[config.mk]
export PLATFORM = sky130hd
export DESIGN_NAME = binary_vector_distance
export DESIGN_NICKNAME = d
export VERILOG_FILES = /design/src/design/bvd_pkg.sv /design/src/design/binary_vector_distance.sv /design/src/design/bvd_front.sv /design/src/design/bvd_queue.sv /design/src/design/bvd_back.sv
export SDC_FILE = /design/constraint.sdc
export NUM_CORES = 1
export LEC_CHECK = 0
export BUFFER_PORTS_ARGS = -buffer_cell sky130_fd_sc_hd__buf_2
export CAP_MARGIN = 20
export CORE_MARGIN = 8
export CORE_UTILIZATION = 25
export DETAILED_ROUTE_END_ITERATION = 16
export GPL_TIMING_DRIVEN = 0
export HOLD_SLACK_MARGIN = 0.08
export MAX_ROUTING_LAYER = met4
export REMOVE_ABC_BUFFERS = 1
export SLEW_MARGIN = 30
export SYNTH_ARGS = -nofsm -noshare
export SYNTH_HDL_FRONTEND = slang
export SYNTH_HIERARCHICAL = 1
export SYNTH_SLANG_ARGS = --single-unit
[constraint.sdc]
create_clock -name clk -period 9.5 [get_ports clk]
set_clock_uncertainty 0.1 [all_clocks]
set_input_delay 1.425 -clock clk [delete_from_list [all_inputs] [get_ports clk]]
set_output_delay 1.425 -clock clk [all_outputs]
set_load 0.005 [all_outputs]
[src/design/bvd_pkg.sv]
// Shared types, constants and helper functions for the binary vector distance block.
package bvd_pkg;

  localparam int LANES    = 32;
  localparam int LANE_W   = $clog2(LANES + 1);
  localparam int CNT_W    = 21;
  localparam int MAX_BITS = 1048576;
  localparam int FRAC_W   = 16;
  localparam int DIST_W   = FRAC_W + 1;
  localparam int SUM_W    = CNT_W + 1;
  localparam int REM_W    = SUM_W + 1;
  localparam int STEP_W   = $clog2(DIST_W);
  localparam int METRIC_W = 2;

  localparam logic [CNT_W-1:0] CNT_MAX = CNT_W'(MAX_BITS);

  localparam logic [METRIC_W-1:0] METRIC_DICE    = 2'd0;
  localparam logic [METRIC_W-1:0] METRIC_XOR_CNT = 2'd1;
  localparam logic [METRIC_W-1:0] METRIC_HAMMING = 2'd2;

  typedef struct packed {
    logic [METRIC_W-1:0] metric;
    logic [CNT_W-1:0]    and_cnt;
    logic [CNT_W-1:0]    ones_x;
    logic [CNT_W-1:0]    ones_y;
    logic [CNT_W-1:0]    diff;
    logic [CNT_W-1:0]    bits;
  } job_t;

  typedef enum logic [1:0] {
    ST_IDLE,
    ST_SETUP,
    ST_DIV,
    ST_OUT
  } back_state_t;

  function automatic logic [LANE_W-1:0] popcount(input logic [LANES-1:0] v);
    logic [LANE_W-1:0] n;
    n = '0;
    for (int i = 0; i < LANES; i++) begin
      n = n + LANE_W'(v[i]);
    end
    return n;
  endfunction

  function automatic logic [CNT_W-1:0] sat_add(input logic [CNT_W-1:0] acc,
                                                input logic [LANE_W-1:0] inc);
    logic [SUM_W-1:0] sum;
    sum = SUM_W'(acc) + SUM_W'(inc);
    if (sum > SUM_W'(CNT_MAX)) begin
      return CNT_MAX;
    end
    return sum[CNT_W-1:0];
  endfunction

endpackage

[src/design/binary_vector_distance.sv]
// Top level: Dice / Hamming distance between two streamed bit sequences.
// Throughput: one 32-bit word pair per cycle; in_ready drops only while both queue slots hold jobs.
// Path: the last word pushes a job into the queue; the back end pops it, sets up the operands,
// runs the serial divider unless the ratio is zero or unused, and holds the result in ST_OUT.
// The two-job queue hides short sequences while the back end is busy.
// Synchronous active-high reset clears the counts, the queue, the back end and metric (Dice).
module binary_vector_distance import bvd_pkg::*; (
  input  logic                clk,
  input  logic                rst,
  input  logic                in_valid,
  output logic                in_ready,
  input  logic [LANES-1:0]    x_bits,
  input  logic [LANES-1:0]    y_bits,
  input  logic [LANE_W-1:0]   valid_count,
  input  logic                last,
  output logic                out_valid,
  input  logic                out_ready,
  output logic [DIST_W-1:0]   distance_q16,
  output logic [CNT_W-1:0]    difference_count,
  input  logic                cfg_valid,
  output logic                cfg_ready,
  input  logic [METRIC_W-1:0] cfg_data
);

  logic q_push, q_pop, q_full, q_empty;
  job_t q_in, q_out;

  bvd_front u_front (
    .clk         (clk),
    .rst         (rst),
    .in_valid    (in_valid),
    .in_ready    (in_ready),
    .x_bits      (x_bits),
    .y_bits      (y_bits),
    .valid_count (valid_count),
    .last        (last),
    .cfg_valid   (cfg_valid),
    .cfg_ready   (cfg_ready),
    .cfg_data    (cfg_data),
    .q_full      (q_full),
    .q_push      (q_push),
    .q_data      (q_in)
  );

  bvd_queue u_queue (
    .clk       (clk),
    .rst       (rst),
    .push      (q_push),
    .push_data (q_in),
    .pop       (q_pop),
    .pop_data  (q_out),
    .full      (q_full),
    .empty     (q_empty)
  );

  bvd_back u_back (
    .clk              (clk),
    .rst              (rst),
    .q_empty          (q_empty),
    .q_data           (q_out),
    .q_pop            (q_pop),
    .out_valid        (out_valid),
    .out_ready        (out_ready),
    .distance_q16     (distance_q16),
    .difference_count (difference_count)
  );

endmodule

[src/design/bvd_front.sv]
// Front end: accepts bit words, keeps the running counts, queues a job on the last word.
module bvd_front import bvd_pkg::*; (
  input  logic                clk,
  input  logic                rst,
  input  logic                in_valid,
  output logic                in_ready,
  input  logic [LANES-1:0]    x_bits,
  input  logic [LANES-1:0]    y_bits,
  input  logic [LANE_W-1:0]   valid_count,
  input  logic                last,
  input  logic                cfg_valid,
  output logic                cfg_ready,
  input  logic [METRIC_W-1:0] cfg_data,
  input  logic                q_full,
  output logic                q_push,
  output job_t                q_data
);

  logic [METRIC_W-1:0] metric;
  logic [CNT_W-1:0]    and_cnt, ones_x, ones_y, diff, bits;
  logic [LANE_W-1:0]   n;
  logic [LANES-1:0]    mask, xm, ym;
  logic                accept;
  job_t                upd;

  assign in_ready  = !q_full;
  assign cfg_ready = 1'b1;
  assign accept    = in_valid && in_ready;
  assign q_push    = accept && last;

  always_comb begin
    n = (valid_count > LANE_W'(LANES)) ? LANE_W'(LANES) : valid_count;
    for (int i = 0; i < LANES; i++) begin
      mask[i] = (LANE_W'(i) < n);
    end
    xm = x_bits & mask;
    ym = y_bits & mask;
    upd.metric  = metric;
    upd.and_cnt = sat_add(and_cnt, popcount(xm & ym));
    upd.ones_x  = sat_add(ones_x, popcount(xm));
    upd.ones_y  = sat_add(ones_y, popcount(ym));
    upd.diff    = sat_add(diff, popcount(xm ^ ym));
    upd.bits    = sat_add(bits, n);
    q_data      = upd;
  end

  always_ff @(posedge clk) begin
    if (rst) begin
      metric  <= METRIC_DICE;
      and_cnt <= '0;
      ones_x  <= '0;
      ones_y  <= '0;
      diff    <= '0;
      bits    <= '0;
    end else begin
      if (cfg_valid && cfg_ready) begin
        metric <= cfg_data;
      end
      if (accept) begin
        if (last) begin
          and_cnt <= '0;
          ones_x  <= '0;
          ones_y  <= '0;
          diff    <= '0;
          bits    <= '0;
        end else begin
          and_cnt <= upd.and_cnt;
          ones_x  <= upd.ones_x;
          ones_y  <= upd.ones_y;
          diff    <= upd.diff;
          bits    <= upd.bits;
        end
      end
    end
  end

endmodule

[src/design/bvd_queue.sv]
// Two-entry job queue between the front end and the divider back end.
module bvd_queue import bvd_pkg::*; (
  input  logic clk,
  input  logic rst,
  input  logic push,
  input  job_t push_data,
  input  logic pop,
  output job_t pop_data,
  output logic full,
  output logic empty
);

  job_t       mem [2];
  logic       wr_ptr, rd_ptr;
  logic [1:0] count;

  assign full     = (count == 2'd2);
  assign empty    = (count == 2'd0);
  assign pop_data = mem[rd_ptr];

  always_ff @(posedge clk) begin
    if (push) begin
      mem[wr_ptr] <= push_data;
    end
  end

  always_ff @(posedge clk) begin
    if (rst) begin
      wr_ptr <= 1'b0;
      rd_ptr <= 1'b0;
      count  <= '0;
    end else begin
      if (push) begin
        wr_ptr <= !wr_ptr;
      end
      if (pop) begin
        rd_ptr <= !rd_ptr;
      end
      unique case ({push, pop})
        2'b10:   count <= count + 2'd1;
        2'b01:   count <= count - 2'd1;
        default: count <= count;
      endcase
    end
  end

endmodule

[src/design/bvd_back.sv]
// Back end: picks the ratio operands and runs a one-bit-per-cycle restoring divider.
module bvd_back import bvd_pkg::*; (
  input  logic              clk,
  input  logic              rst,
  input  logic              q_empty,
  input  job_t              q_data,
  output logic              q_pop,
  output logic              out_valid,
  input  logic              out_ready,
  output logic [DIST_W-1:0] distance_q16,
  output logic [CNT_W-1:0]  difference_count
);

  back_state_t       state, state_next;
  job_t              job;
  logic [REM_W-1:0]  rem, trial;
  logic [SUM_W-1:0]  den, s, twice, num;
  logic [DIST_W-1:0] quo;
  logic [STEP_W-1:0] step;
  logic              zero;

  always_comb begin
    s     = SUM_W'(job.ones_x) + SUM_W'(job.ones_y);
    twice = {job.and_cnt, 1'b0};
    unique case (job.metric)
      METRIC_DICE: begin
        zero = (job.bits == '0) || (s == '0) || (twice > s);
        num  = s - twice;
      end
      METRIC_HAMMING: begin
        zero = (job.bits == '0);
        num  = SUM_W'(job.diff);
      end
      default: begin
        zero = 1'b1;
        num  = '0;
      end
    endcase
    trial = (step == '0) ? rem : {rem[REM_W-2:0], 1'b0};
  end

  always_comb begin
    state_next = state;
    q_pop      = 1'b0;
    out_valid  = 1'b0;
    unique case (state)
      ST_IDLE: begin
        if (!q_empty) begin
          q_pop      = 1'b1;
          state_next = ST_SETUP;
        end
      end
      ST_SETUP: state_next = zero ? ST_OUT : ST_DIV;
      ST_DIV: begin
        if (step == STEP_W'(DIST_W - 1)) begin
          state_next = ST_OUT;
        end
      end
      ST_OUT: begin
        out_valid = 1'b1;
        if (out_ready) begin
          state_next = ST_IDLE;
        end
      end
      default: state_next = ST_IDLE;
    endcase
  end

  always_ff @(posedge clk) begin
    if (rst) begin
      state <= ST_IDLE;
    end else begin
      state <= state_next;
    end
  end

  always_ff @(posedge clk) begin
    unique case (state)
      ST_IDLE: begin
        job <= q_data;
      end
      ST_SETUP: begin
        rem  <= REM_W'(num);
        den  <= (job.metric == METRIC_DICE) ? s : SUM_W'(job.bits);
        quo  <= '0;
        step <= '0;
        difference_count <= job.diff;
        distance_q16     <= '0;
      end
      ST_DIV: begin
        if (trial >= REM_W'(den)) begin
          rem <= trial - REM_W'(den);
          quo <= {quo[DIST_W-2:0], 1'b1};
        end else begin
          rem <= trial;
          quo <= {quo[DIST_W-2:0], 1'b0};
        end
        step <= step + STEP_W'(1);
        if (step == STEP_W'(DIST_W - 1)) begin
          distance_q16 <= {quo[DIST_W-2:0], (trial >= REM_W'(den))};
        end
      end
      default: begin
        job <= job;
      end
    endcase
  end

endmodule

==> impl_metrics.py, run 1 <==
metrics = {
    "outcome": {
        "run_status": "complete, no violations",
    },
    "timing": {
        "min_period_ps": 9240,
        "fin_crit_sh_pct": 97.2,
        "slew_headroom_pct": 33.8,
        "final_max_slew_viol_count": 0,
        "hold_viol_final": 0,
        "worstMarginPinSlew_ps": 991,
        "clock.fmax_mhz": 108,
        "setup_violations": 0,
        "setup_tns_ps": 0,
        "rsz0062_at_grt": "yes",
    },
    "clocking": {
        "cts_tree": "yes",
        "clock_path_buffers": 3,
        "cts_sinks": 539,
        "clk_latency_ps": 630,
        "numCtsBuffers": 57,
        "htree_levels": 2,
        "post_cts_buffers": 0,
        "clk_pin_slew_worst_paths_ps": 60,
        "root_buffer": "clkbuf_16",
    },
    "floorplan": {
        "num_rows": 132,
        "num_io_pins": 119,
        "fp.coreArea_um2": 129000,
        "die_h_um": 377,
        "fp.dieW_um": 377,
        "fp.dieArea_um2": 142000,
        "start_util_pct": 25.1,
    },
    "place": {
        "hpwl_mm": 68.0,
        "portBuffers": 117,
        "gp_congestion": 0.876,
        "placed_cell_area_um2": 35300,
    },
    "yosys": {
        "yosysWarnings": 6,
        "synthCells": 3004,
        "synthSimpleGateAreaFrac_pct": 13.3,
        "synth_xor_area_share_pct": 3.77,
        "syn_avg_cell_area_um2": 10.8,
        "synth_top_family_by_area": "simple AND/OR/NAND/NOR gates",
        "synth_area_um2": 32500,
        "synth_top_area_share_pct": 39.3,
        "ys_async_sr_fraction_pct": 0,
        "ys_seq_area_share_pct": 46.3,
        "synthAdderAreaFrac_pct": 13.1,
        "ys_seq_elements": 539,
        "synth-compound-area-share_pct": 13.0,
        "synth_mux_area_share_pct": 5.86,
        "synth_top_cell_by_area": "edfxtp_1",
        "synthTopCellsByArea": "edfxtp_1 39%, dfxtp_1 7.0%, fa_1 6.5%",
        "dominantRegCellSynth": "edfxtp_1",
        "yosysUniqueCellTypes": 103,
        "synth-edff-count": 425,
    },
    "critical_path": {
        "cp_max_fo": 15,
        "crit_arrival_ps": 9600,
        "rr_worst_depth": 21,
        "critPathCaptureType": "flop",
        "setup.worst_path.class": "in2reg",
        "start_kind": "input pin",
        "cp.required_ps": 9860,
    },
    "drt": {
        "drt-total-wl_mm": 88.3,
        "wire_per_inst_um": 18.1,
        "remaining_drc_errors": 0,
        "drt_iter0_drc": 1465,
        "num_vias": 22800,
        "drtAntennaViolNets": 0,
        "first_pass_iters": 5,
        "vias_per_cell": 4.68,
    },
    "finish": {
        "final_cell_mix": "425 x edfxtp_1, 258 x inv_1, 213 x nor2_1, 185 x nand2_1, 165 x ha_1",
        "area_growth_pct": 14.8,
        "multiInputGateArea_um2": 16100,
        "final_common_cell": "edfxtp_1",
        "drive_gt1_share_pct": 15.1,
        "final_util_pct": 28.8,
        "nets": 3427,
        "n_fill_cell": 13300,
        "seqCellArea_um2": 15000,
        "design_area_um2": 37300,
    },
    "hold_path": {
        "hp-class": "reg2reg",
        "hold_depth": 2,
    },
    "grt": {
        "grt_start_max_net_pins": 50,
        "overflow": 0,
        "track_usage_pct": 12.4,
        "grt_pass1_wl_mm": 134,
        "antenna_found_initial": 7,
        "grt_pass1_vias": 22400,
    },
    "job": {
        "maxCapViolCount": 0,
    },
}
==> synth_stat cells, types with 56 or more instances <==
cell type  count
a21oi_1      137
and2_1        64
clkbuf_1      89
dfxtp_1      114
edfxtp_1     425
fa_1         106
ha_1         168
inv_1        259
mux2_2       143
nand2_1      188
nand3_1       59
nor2_1       220
nor3_1        57
o21ai_0      146
xnor2_1       84
xor2_1        56
==> cells by family (layout without fill, tap and decap cells) <==
kind of cell             after synthesis  in the layout
AO/OA/AOI/OAI                        630            630
XOR/XNOR                             140            140
adder cells (fa/ha/maj)              276            276
buffers and inverters                391            510
flip-flops                           539            539
multiplexers                         172            172
other                                  1              7
AND/OR/NAND/NOR                      855            855
==> final timing paths <==
kind | end | slack, ps | startpoint
setup / recovery | u_front/diff[2]$_SDFFE_PP0P_ | 260 | valid_count[1]
hold reg to reg | u_front/ones_y[3]$_SDFFE_PP0P_ | 360 | u_front/ones_y[3]$_SDFFE_PP0P_
setup reg to reg | u_queue/mem[0][70]$_DFFE_PP_ | 2030 | u_front/ones_x[0]$_SDFFE_PP0P_
hold / removal | u_front/ones_y[3]$_SDFFE_PP0P_ | 360 | u_front/ones_y[3]$_SDFFE_PP0P_
==> per-layer routing <==
metal  up-vias  GRT usage, %  part of all wire [%]
li1      11000             -                     -
met4         0          3.44                   2.7
met2       534          20.5                    48
met3       116          1.86                   4.9
met5         -             -                     0
met1     11100          15.7                    45
==> critical path, cell delays in order <==
cell	delay [ps]
buf_2	150
or2_2	290
or3_1	310
a21oi_1	300
nor2b_1	150
ha_1	340
fa_1	540
inv_1	50
fa_1	510
fa_1	520
inv_1	50
fa_1	470
inv_1	60
fa_1	510
fa_1	520
fa_1	490
fa_1	440
nor2b_2	280
o31a_1	320
o211ai_1	230
or2_2	350
mux2i_1	230
nor3_1	120
a21boi_4	470
nand2b_4	340
o21ai_0	120
==> flip-flops by register name, indices dropped and copies added (netlist names), named ones only <==
name / count
u_back/distance_q16: 17
u_queue/mem: 214
u_front/bits: 21
u_front/and_cnt: 21
u_front/ones_x: 21
u_back/den: 22
u_queue/count: 2
u_back/difference_count: 21
u_back/rem: 23
u_back/quo: 16
u_back/job: 107
u_back/state: 2
u_queue/wr_ptr: 1
u_front/metric: 2
u_queue/rd_ptr: 1
u_back/step: 5
u_front/diff: 21
u_front/ones_y: 21
==> repair_timing <==
| item | CTS | global route |
|---|---|---|
| setup endpoints to repair | 91 | 102 |
| cloned | 0 | 0 |
| hold buffers | 0 | 0 |
| pin swaps | 0 | 2 |
| resized for setup | 9 | 14 |
==> per-stage QoR <==
stage | hold WS, ps | setup WS [ps] | instances
5_1_grt | 383 | -74.7 | 4870
2_1_floorplan | 325 | 527 | 2874
4_1_cts | 363 | 58.7 | 4865
6_report | 357 | 263 | 4871
3_5_place_dp | 353 | -1350 | 4758
3_3_place_gp | 342 | -2750 | 4733
==> area by class of cell <==
type,count,area share [%]
multi-input cells,2074,43.1
flip-flops and latches,539,40.3
well taps,1742,5.84
clock buffers,76,4.18
repair buffers,142,2.89
inverters,261,2.63
clock inverters,31,0.939
diodes,6,0.0402
Power of run 1 is left out: the tool's default activity adds up to more than one toggle a clock period on the data nets, which glitch-free logic cannot reach.
==> run 2: changes to the inputs <==
--- a/config.mk
+++ b/config.mk
@@ -19,3 +19,2 @@
 export SYNTH_HDL_FRONTEND = slang
-export SYNTH_HIERARCHICAL = 1
 export SYNTH_SLANG_ARGS = --single-unit
==> constraint.sdc (replaced) <==
create_clock -name clk -period 9.5 [get_ports clk]
set_clock_uncertainty 0.1 [all_clocks]
set_input_delay 0.475 -clock clk [delete_from_list [all_inputs] [get_ports clk]]
set_output_delay 0.475 -clock clk [all_outputs]
set_load 0.005 [all_outputs]
==> impl_metrics.py, run 2 <==
metrics = {
    "drt": {
        "remaining_drc_errors": 0,
        "wire_per_inst_um": 17.0,
        "top_layer_used": "met4",
        "num_vias": 21700,
        "wl_met2_mm": 35.3,
        "first_pass_iters": 5,
        "wl_met3_mm": 4.10,
        "vias_per_cell": 4.60,
        "drt-total-wl_mm": 80.0,
        "routedLengthMet1_mm": 38.2,
        "drt_iter0_drc": 1636,
        "drtAntennaViolNets": 0,
    },
    "timing": {
        "slew_headroom_pct": 41.7,
        "worstMarginPinSlew_ps": 874,
        "final_max_slew_viol_count": 0,
        "fin_crit_sh_pct": 96.7,
        "clock.fmax_mhz": 109,
        "rsz0062_at_grt": "no",
        "fin_ws_ps": 313,
        "min_period_ps": 9190,
        "hold_viol_final": 0,
        "setup_violations": 0,
    },
    "finish": {
        "final_cell_mix": "425 x edfxtp_1, 264 x inv_1, 215 x nor2_1, 207 x nand2_1, 162 x ha_1",
        "multiInputGateArea_um2": 15300,
        "seqCellArea_um2": 15000,
        "largest_register_ffs": 214,
        "antenna_cells": 0,
        "final_util_pct": 29.3,
        "n_fill_cell": 12900,
        "design_area_um2": 36800,
        "largest-register": "u_queue.mem",
        "final_common_cell": "edfxtp_1",
        "reg_top3": "u_queue.mem: 214 flops, u_back.job: 107 flops, u_back.rem: 23 flops",
        "drive_gt1_share_pct": 14.7,
        "nets": 3359,
        "area_growth_pct": 16.5,
    },
    "critical_path": {
        "start_kind": "input pin",
        "path_common_cell": "fa_1",
        "setup.worst_path.class": "in2reg",
        "crit_arrival_ps": 9650,
        "cp_slowest_cell": "fa_1",
        "cp_max_fo": 15,
        "critPathCaptureType": "flop",
        "slowest_delay_ps": 540,
        "cp.required_ps": 9960,
    },
    "floorplan": {
        "fp.dieW_um": 372,
        "fp.dieArea_um2": 138000,
        "num_rows": 130,
        "start_util_pct": 25.2,
        "fp.coreArea_um2": 126000,
        "die_h_um": 372,
        "num_io_pins": 119,
    },
    "grt": {
        "overflow": 0,
        "grt_pass1_vias": 21400,
        "track_usage_pct": 11.5,
        "antenna_found_initial": 1,
        "grt_pass1_wl_mm": 123,
        "grt_start_max_net_pins": 49,
    },
    "yosys": {
        "ys_seq_elements": 538,
        "ys_seq_area_share_pct": 47.5,
        "syn_avg_cell_area_um2": 10.8,
        "synthTopCellsByArea": "edfxtp_1 40%, dfxtp_1 7.2%, ha_1 6.5%",
        "yosysWarnings": 0,
        "yosysMostFrequentCell": "edfxtp_1",
        "yosysUniqueCellTypes": 85,
        "synth_top_area_share_pct": 40.4,
        "dominantRegCellSynth": "edfxtp_1",
        "synthTopCellsByCount": "425 x edfxtp_1, 266 x inv_1, 224 x nor2_1",
        "synth_top_cell_by_area": "edfxtp_1",
        "ys_async_sr_fraction_pct": 0,
        "synth-edff-count": 425,
        "synth_area_um2": 31600,
        "synthCells": 2929,
    },
    "clocking": {
        "cts_sinks": 538,
        "clock_path_buffers": 3,
        "root_buffer": "clkbuf_16",
        "cts_tree": "yes",
        "clk_latency_ps": 650,
        "numCtsBuffers": 59,
        "htree_levels": 2,
        "clk_pin_slew_worst_paths_ps": 60,
    },
    "place": {
        "placed_cell_area_um2": 34400,
        "pre_cts_ws_ps": -1400,
        "portBuffers": 117,
        "hpwl_mm": 60.4,
        "gp_congestion": 0.881,
    },
    "hold_path": {
        "hp-class": "in2reg",
    },
    "job": {
        "maxCapViolCount": 0,
    },
    "outcome": {
        "run_status": "complete, no violations",
    },
}
-- run 2: logic make-up (layout without fill, tap and decap cells) --
| group | count (synthesis) | count (layout) | synth area share, % |
|---|---|---|---|
| fa+ha+maj | 268 | 268 | 13.0 |
| compound gates | 527 | 527 | 10.6 |
| xor+xnor | 178 | 178 | 4.98 |
| mux | 160 | 160 | 5.63 |
| flops | 538 | 538 | 47.5 |
| simple gates | 858 | 858 | 13.4 |
| buf+inv | 399 | 534 | 4.83 |
| other cells | 1 | 1 | 0.0119 |
-- run 2: area by class of cell --
type,count,share of cell area (%)
Multi-Input combinational cell,1992,41.5
Sequential cell,538,40.8
Tap cell,1650,5.61
Clock buffer,76,4.29
Timing Repair Buffer,156,3.55
Inverter,267,2.72
Clock inverter,35,1.47
-- run 2: critical path: cells and delay by family --
kind / cells / cell delay [ps]
buffers and inverters: 4 / 580
and+or+nand+nor: 7 / 1910
AOI/OAI and AO/OA: 6 / 1430
adders and majority gates: 11 / 5230
-- run 2: metrics by stage --
step | hold slack [ps] | cells | TNS (ps)
global placement | 337 | 4564 | -497500
detailed placement | 343 | 4590 | -102940
finish | 133 | 4714 | 0
floorplan | 317 | 2797 | 0
CTS | 95.2 | 4706 | 0
global route | 116 | 4714 | 0
-- run 2: routing by layer --
| metal | vias to the layer above | GRT usage [%] |
|---|---|---|
| met1 | 10400 | 15.8 |
| met5 | - | - |
| met2 | 583 | 17.6 |
| met4 | 0 | 3.66 |
| li1 | 10600 | - |
| met3 | 114 | 1.51 |
-- run 2: path summary, 6_finish.rpt --
check        cells past startpoint  slack, ps                                   end                     start
max                             28        310          u_front.diff[4]$_SDFFE_PP0P_            valid_count[3]
min reg2reg                      0        360  u_back.difference_count[2]$_DFFE_PP_  u_back.job[23]$_DFFE_PP_
max reg2reg                     18       4020              u_back.rem[21]$_DFFE_PP_  u_back.job[42]$_DFFE_PP_
min                              2        130        u_front.ones_y[9]$_SDFFE_PP0P_                       rst
-- run 2: timing repair --
item,CTS,global route
hold buffers,4,0
setup buffers,1,8
pin swaps,1,5
setup endpoints to repair,60,117
gates resized for setup,9,22
hold endpoints to repair,2,0
Power of run 2 is left out for the same reason.
==> run 3: changes to the inputs <==
- CORE_MARGIN: 8 -> not set
- SKIP_CTS_REPAIR_TIMING: not set -> 1
- TNS_END_PERCENT: not set -> 10
==> impl_metrics.py, run 3 (synthesis gave the netlist of run 2 again) <==
metrics = {
    "floorplan": {
        "fp.dieW_um": 358,
        "num_io_pins": 119,
        "fp.coreArea_um2": 126000,
        "start_util_pct": 25.2,
        "num_rows": 130,
        "die_h_um": 358,
        "fp.dieArea_um2": 128000,
    },
    "finish": {
        "largest-register": "u_queue.mem",
        "nets": 3361,
        "drive_gt1_share_pct": 14.5,
        "antenna_cells": 0,
        "area_growth_pct": 16.1,
        "largest_register_ffs": 214,
        "reg_top3": "u_queue.mem: 214 flops, u_back.job: 107 flops, u_back.rem: 23 flops",
        "final_common_cell": "edfxtp_1",
        "final_cell_mix": "425 x edfxtp_1, 265 x inv_1, 216 x nor2_1, 207 x nand2_1, 162 x ha_1",
    },
    "clocking": {
        "clk_latency_ps": 640,
        "htree_levels": 2,
        "cts_tree": "yes",
        "numCtsBuffers": 60,
        "root_buffer": "clkbuf_16",
        "clock_path_buffers": 3,
        "cts_sinks": 538,
        "clk_pin_slew_worst_paths_ps": 60,
    },
    "timing": {
        "final_max_slew_viol_count": 0,
        "setup_violations": 0,
        "fin_crit_sh_pct": 96.8,
        "clock.fmax_mhz": 109,
        "fin_ws_ps": 301,
        "min_period_ps": 9200,
        "slew_headroom_pct": 41.5,
        "hold_viol_final": 0,
        "worstMarginPinSlew_ps": 875,
    },
    "place": {
        "pre_cts_ws_ps": -1500,
        "gp_congestion": 0.899,
        "portBuffers": 117,
        "hpwl_mm": 60.0,
    },
    "job": {
        "maxCapViolCount": 0,
    },
    "grt": {
        "grt_pass1_vias": 21500,
        "use_met1_pct": 17.1,
        "grt_start_max_net_pins": 49,
        "track_usage_pct": 12.7,
        "antenna_found_initial": 1,
        "grt_pass1_wl_mm": 124,
        "use_met3_pct": 1.64,
        "overflow": 0,
        "grt_busiest_layer": "met2",
        "met2_usage_pct": 19.7,
    },
    "drt": {
        "vias_per_cell": 4.66,
        "remaining_drc_errors": 0,
        "wire_per_inst_um": 17.0,
        "num_vias": 22000,
        "drt_iter0_drc": 1568,
        "drt-total-wl_mm": 80.3,
        "first_pass_iters": 6,
        "drtAntennaViolNets": 0,
    },
    "outcome": {
        "run_status": "complete, no violations",
    },
    "critical_path": {
        "crit_arrival_ps": 9660,
        "cp_slowest_cell": "fa_1",
        "path_common_cell": "fa_1",
        "cp_max_fo": 15,
        "slowest_delay_ps": 540,
        "cp.required_ps": 9960,
        "start_kind": "input pin",
        "critPathCaptureType": "flop",
        "setup.worst_path.class": "in2reg",
    },
    "hold_path": {
        "hp-class": "in2reg",
    },
}
## run 3: changes by cell type in the layout (fill, tap and decap cells not counted), sizes merged, moves of 2 or more
cell | previous run | this run
clkbuf | 77 | 88
clkinv | 18 | 16
clkinvlp | 1 | 4
bufinv | 12 | 6
inv | 271 | 268
## run 3: final timing paths
| check | from | end | slack, ps | cells past startpoint |
|---|---|---|---|---|
| setup / recovery | valid_count[3] | u_front.diff[6]$_SDFFE_PP0P_ | 300 | 29 |
| hold / removal | cfg_valid | u_front.metric[1]$_SDFFE_PP0P_ | 70 | 3 |
| setup reg to reg | u_back.job[42]$_DFFE_PP_ | u_back.rem[20]$_DFFE_PP_ | 4120 | 20 |
| hold reg to reg | u_back.job[22]$_DFFE_PP_ | u_back.difference_count[1]$_DFFE_PP_ | 350 | 0 |
## run 3: critical path: cells and delay by family
| family | cells | cell delay [ps] |
|---|---|---|
| buf+inv | 3 | 330 |
| xor+xnor | 1 | 220 |
| simple gates | 6 | 1710 |
| compound gates | 8 | 1960 |
| fa+ha+maj | 11 | 4930 |
## run 3: cell type report
type	count	area [µm²]
fill	13000	88900
inverter	267	1000
clock buffer	87	1670
clock inverter	27	340
sequential	538	15000
timing repair buffer	156	1290
multi-input combinational	1993	15300
tap	1650	2060
## run 3: through the flow
stage               cells  hold slack, ps  utilization [%]  instance area (µm²)  setup TNS, ps
floorplan            2797             317                -                31100              0
global placement     4564             333             26.9                33700        -498220
detailed placement   4590             334             27.4                34400         -99630
CTS                  4704           -18.3             29.0                36400         -24840
global route         4718            83.6             29.2                36700          -10.4
finish               4718            68.7             29.2                36700              0
## run 3: routing by layer
layer  wire (µm)  vias to the layer above
met5           0                        -
met4        2290                        0
met3        4200                      119
met2       36500                      616
met1       37300                    10700
li1            -                    10600
Power of run 3 is left out for the same reason.
